## config.mk

```make
export PLATFORM = sky130hd
export DESIGN_NAME = vfv_cull
export DESIGN_NICKNAME = d
export VERILOG_FILES = /design/src/vfv_pkg.sv /design/src/vfv_cull.sv
export SDC_FILE = /design/constraint.sdc
export NUM_CORES = 1
export LEC_CHECK = 0
export BUFFER_PORTS_ARGS = -buffer_cell sky130_fd_sc_hd__buf_2
export CAP_MARGIN = 10
export CORE_AREA = 2 2 39 41
export DETAILED_ROUTE_END_ITERATION = 6
export DIE_AREA = 0 0 41 43
export PLACE_DENSITY = 0.56
export SLEW_MARGIN = 20
export SYNTH_ARGS = -nofsm -noshare
export SYNTH_HDL_FRONTEND = slang
export SYNTH_SLANG_ARGS = --single-unit
export TNS_END_PERCENT = 50
```

## constraint.sdc

```tcl
create_clock -name vclk -period 0.8
set_clock_uncertainty 0.15 [all_clocks]
set_input_delay 0 -clock vclk [all_inputs]
set_output_delay 0 -clock vclk [all_outputs]
set_load 0.005 [all_outputs]
```

## src/vfv_pkg.sv

```systemverilog
// Types, constants and helper functions of the voxel face visibility block.
package vfv_pkg;

  localparam int SIZE_X = 16;
  localparam int SIZE_Y = 16;
  localparam int SIZE_Z = 16;

  localparam int COORD_W   = 4;
  localparam int LDEPTH    = SIZE_X * SIZE_Y * SIZE_Z;
  localparam int LADDR_W   = $clog2(LDEPTH);
  localparam int PX_DEPTH  = SIZE_Y * SIZE_Z;
  localparam int PX_ADDR_W = $clog2(PX_DEPTH);
  localparam int PZ_DEPTH  = SIZE_X * SIZE_Y;
  localparam int PZ_ADDR_W = $clog2(PZ_DEPTH);
  localparam int CELL_W    = 2;
  localparam int NB_W      = 4;
  localparam int MASK_W    = 6;
  localparam int NUM_RD    = 7;

  typedef enum logic [1:0] {
    KIND_WR_LOCAL = 2'd0,
    KIND_WR_PLANE = 2'd1,
    KIND_QUERY    = 2'd2
  } kind_e;

  typedef enum logic [1:0] {
    SIDE_X_NEG = 2'd0,
    SIDE_X_POS = 2'd1,
    SIDE_Z_NEG = 2'd2,
    SIDE_Z_POS = 2'd3
  } side_e;

  localparam int RD_SELF = 0;
  localparam int RD_ZP   = 1;
  localparam int RD_XP   = 2;
  localparam int RD_ZN   = 3;
  localparam int RD_XN   = 4;
  localparam int RD_YP   = 5;
  localparam int RD_YN   = 6;

  localparam int FACE_ZP = 0;
  localparam int FACE_XP = 1;
  localparam int FACE_ZN = 2;
  localparam int FACE_XN = 3;
  localparam int FACE_YP = 4;
  localparam int FACE_YN = 5;

  localparam int NB_XN = 0;
  localparam int NB_XP = 1;
  localparam int NB_ZN = 2;
  localparam int NB_ZP = 3;

  typedef struct packed {
    logic transparent;
    logic occupied;
  } cell_t;

  typedef struct packed {
    logic [1:0]         kind;
    logic [COORD_W-1:0] x;
    logic [COORD_W-1:0] y;
    logic [COORD_W-1:0] z;
    logic [1:0]         side;
    cell_t              bits;
    logic               water;
  } item_t;

  typedef struct packed {
    logic in_range;
    logic x_lo;
    logic x_hi;
    logic y_lo;
    logic y_hi;
    logic z_lo;
    logic z_hi;
    logic water;
  } info_t;

  typedef struct packed {
    cell_t [NUM_RD-1:0] cells;
    cell_t              px_neg;
    cell_t              px_pos;
    cell_t              pz_neg;
    cell_t              pz_pos;
  } rd_data_t;

  typedef struct packed {
    logic [MASK_W-1:0] face_mask;
    logic              self_occupied;
    logic              self_transparent;
  } res_t;

  function automatic logic [LADDR_W-1:0] local_addr(input logic [COORD_W-1:0] x,
                                                    input logic [COORD_W-1:0] y,
                                                    input logic [COORD_W-1:0] z);
    return LADDR_W'((32'(x) * SIZE_Y + 32'(y)) * SIZE_Z + 32'(z));
  endfunction

  function automatic logic [PX_ADDR_W-1:0] px_addr(input logic [COORD_W-1:0] y,
                                                   input logic [COORD_W-1:0] z);
    return PX_ADDR_W'(32'(y) * SIZE_Z + 32'(z));
  endfunction

  function automatic logic [PZ_ADDR_W-1:0] pz_addr(input logic [COORD_W-1:0] x,
                                                   input logic [COORD_W-1:0] y);
    return PZ_ADDR_W'(32'(x) * SIZE_Y + 32'(y));
  endfunction

  function automatic logic in_range(input logic [COORD_W-1:0] x,
                                    input logic [COORD_W-1:0] y,
                                    input logic [COORD_W-1:0] z);
    return (32'(x) < SIZE_X) && (32'(y) < SIZE_Y) && (32'(z) < SIZE_Z);
  endfunction

  // A neighbor lets a face show when it is empty, or transparent under the solid rule.
  function automatic logic open_face(input cell_t c, input logic water);
    return !c.occupied || (!water && c.transparent);
  endfunction

endpackage

```

## src/vfv_cull.sv

```systemverilog
// Face mask logic: combines the read cells, plane cells and neighbor flags.
module vfv_cull import vfv_pkg::*; (
  input  info_t          info_i,
  input  rd_data_t       rd_i,
  input  logic [NB_W-1:0] nb_i,
  output res_t           res_o
);

  logic              w;
  logic [MASK_W-1:0] m;

  always_comb begin
    w = info_i.water;
    m = '0;
    m[FACE_ZP] = info_i.z_hi ? (!nb_i[NB_ZP] || open_face(rd_i.pz_pos, w))
                             : open_face(rd_i.cells[RD_ZP], w);
    m[FACE_XP] = info_i.x_hi ? (!nb_i[NB_XP] || open_face(rd_i.px_pos, w))
                             : open_face(rd_i.cells[RD_XP], w);
    m[FACE_ZN] = info_i.z_lo ? (!nb_i[NB_ZN] || open_face(rd_i.pz_neg, w))
                             : open_face(rd_i.cells[RD_ZN], w);
    m[FACE_XN] = info_i.x_lo ? (!nb_i[NB_XN] || open_face(rd_i.px_neg, w))
                             : open_face(rd_i.cells[RD_XN], w);
    m[FACE_YP] = info_i.y_hi || open_face(rd_i.cells[RD_YP], w);
    m[FACE_YN] = info_i.y_lo || open_face(rd_i.cells[RD_YN], w);
    if (info_i.in_range) begin
      res_o.face_mask        = m;
      res_o.self_occupied    = rd_i.cells[RD_SELF].occupied;
      res_o.self_transparent = rd_i.cells[RD_SELF].transparent;
    end else begin
      res_o = '0;
    end
  end

endmodule

```

== After elaboration in Yosys (flattened, before gate mapping) ==
Cells that the tools add are included.

* Input port bits: 34
* Output and inout port bits: 8
* ROM bits: 0
* Memory bits (writable): 0
* Flip-flop bits (word level): 0
* Memories: 0
* Logic and storage cells: 46
* Bits in latches: 0

* Multiply operators: 0
* Multiplexer cells: 5
* Reduce and logical (&&, ||, !) cells: 41
* Div/mod/pow operators: 0
* Shift operators: 0
* Bitwise logic cells: 0
* Add/sub/neg operators: 0
* Equal/unequal tests: 0
* $lt $le $gt $ge: 0

{| class="wikitable"
|+ Operators with widths
! cell !! number
|-
| $logic_or 1x1->1 || 16
|-
| $logic_not 1->1 || 15
|-
| $logic_and 1x1->1 || 10
|-
| $mux 8 || 1
|-
| $mux 1 || 4
|}

== Logic depth before layout (Yosys ltp) ==
* Word-level depth: 6
* Mapped depth: 3
* Mapped depth without buffers: 3

== Worst setup path before layout ==
No wires, ideal clock.

* Path kind: in2out
* From: input rd_i[19] in the netlist's numbering
* To: output res_o[6] in the netlist's numbering
* Slack: 306 ps
* Stages on the path: 2
* Arrival time: 344 ps
* Data required time: 650 ps
* Buffers on the path: 0
* Cell sequence: nor2b_1 -> o31a_1

{| class="wikitable"
|+ RTL lines
! element !! RTL line !! text
|-
| start: declaration || vfv_cull.sv:4 || <nowiki>input rd_data_t rd_i,</nowiki>
|-
| end: declaration || vfv_cull.sv:6 || <nowiki>output res_t res_o</nowiki>
|}

==> impl_metrics.json <==
{
  "synth.most_common_cell": "nand2b_1",
  "fin_crit_sh": 0.917,
  "drt-total-wl_microns": 746,
  "hp-start": "rd_i[6]",
  "design.die.area_sq_um": 1760,
  "initial_core_util": 0.146,
  "grt_pass1_wl_microns": 1090,
  "die_h_microns": 43,
  "rsz0062_at_grt": "no",
  "worst-path-buf-inv": 2,
  "syn-num-nets": 62,
  "nNetsFinal": 106,
  "synth_xor_area_frac": 0,
  "finalHoldViolations": 0,
  "critPathLaunch": "info_i[0]",
  "yosys-top-cells-area": "nand2b_1, a41oi_2, nor2b_1",
  "ios": 42,
  "vias": 370,
  "synth_top_area_frac": 0.247,
  "outcome": "finished clean",
  "required_ns": 0.65,
  "drt_first_pass_iters": 4,
  "viasPerCell": 4.30,
  "multi_input_area_sq_um": 195,
  "fp-row-count": 14,
  "hold_slack_ns": 0.120,
  "setup_viol": 0,
  "synth_simple_gate_area_frac": 0.494,
  "drive_gt1_frac": 0.643,
  "ant_nets": 0,
  "synth-compound-area-share": 0.469,
  "synth_fa_ha_area_frac": 0,
  "synth_top_family_by_area": "simple AND/OR/NAND/NOR gates",
  "seq_area_sq_um": 0,
  "portBuffers": 42,
  "period_minus_slack_ns": 0.734,
  "crit_chain": "buf_8, nor2b_1, o21ai_1, a41oi_2, buf_2",
  "end_kind": "primary output",
  "ys_seq_area_frac": 0,
  "nClkBuffers": 0,
  "die_x_microns": 41,
  "cp-start-kind": "primary input",
  "route.detailed.drc": 0,
  "antenna_found_initial": 0,
  "gp_congestion": 0.591,
  "yosysTopAreaCell": "nand2b_1",
  "p_total_uw": 190,
  "nFlopsAndLatches": 0,
  "grt-ovfl-total": 0,
  "hold_class": "in -> out",
  "synth.avg_cell_area_sq_um": 7.24,
  "cpPeakStageDelay_ns": 0.15,
  "antenna-diode-count": 0,
  "ir_worst_vdd_v": 0.000137,
  "synth.distinct_cells": 8,
  "track_usage": 0.0799,
  "synth_mux_area_frac": 0,
  "slowest_stage": "a41oi_2",
  "wire_per_inst_microns": 8.67,
  "synthCells": 28,
  "tightest_slew_ns": 0.151,
  "worstSetupPathType": "in -> out",
  "path_max_fanout": 10,
  "crit_family": "buffers and inverters",
  "utilization": 0.320,
  "design.core.area_sq_um": 1380,
  "slew_headroom": 0.898,
  "drtIter0Drc": 2,
  "maxCapViolations": 0,
  "yosys_warnings": 0,
  "cts-hold-fix-buffers": 0,
  "grt_max_degree": 11,
  "grt_pass1_vias": 292,
  "fillCellCount": 157,
  "dp_hpwl_microns": 656,
  "crit_arrival_ns": 0.58,
  "netlist_area_sq_um": 203,
  "p_leak_uw": 0.000236,
  "max_freq_mhz": 1360,
  "syn_to_final_growth_pct": 119,
  "power_density_nw_per_um2": 430,
  "drv_slew": 0,
  "cts_setup_buffers": 0,
  "synth_common_cells": "nand2b_1, nor2b_1, o21ai_1"
}
## final timing paths
kind  endpoint  slack [ns]  cells after the start
min   res_o[5]        0.12                      3
max   res_o[3]        0.07                      5
## where the power goes
group	total (uW)	internal [uW]	switching, uW
registers	0	0	0
logic	190	120	70.6
clock network	0	0	0
total	190	120	70.6
## what timing repair did
action | in CTS | in global routing
endpoints found under the setup margin | 2 | 3
pin swaps | 0 | 1
hold endpoints to repair | 0 | 0
gates resized for setup | 1 | 2
cloned | 0 | 0
## final cells by class
cell class         count  area share
multi-input cells     26       0.441
inverters              2      0.0169
repair buffers        42       0.497
well taps             16      0.0452
## cell families (layout without fill, tap and decap cells)
| kind of cell | Yosys count | count (layout) |
|---|---|---|
| compound gates | 10 | 10 |
| buf+inv | 2 | 44 |
| simple gates | 16 | 16 |
## layer usage
metal / wire [microns] / GRT usage / part of all wire
met5: 0 / 0 / 0
met2: 346 / 0.144 / 0.46
met1: 290 / 0.108 / 0.39
met3: 109 / 0 / 0.15
met4: 0 / 0 / 0
## cells in the final DEF, fill, tap and decap left out, drive strengths merged
| master | n |
|---|---|
| nand2b | 8 |
| inv | 2 |
| buf | 42 |
| o31a | 2 |
| nor2b | 6 |
| a41oi | 4 |
| and2 | 2 |
| o21ai | 4 |
## through the flow
stage | setup WS [ns] | TNS [ns] | instance area [sq um] | instances
after floorplan | 0.306 | 0 | 203 | 28
final | 0.0663 | 0 | 443 | 86
after detailed placement | -0.000416 | -0.000541 | 433 | 86
after global routing | 0.000838 | 0 | 443 | 86
after CTS | 0.0218 | 0 | 435 | 86
after global placement | 0.0112 | 0 | 433 | 86
No activity file was read; power rests on OpenSTA's default activity.
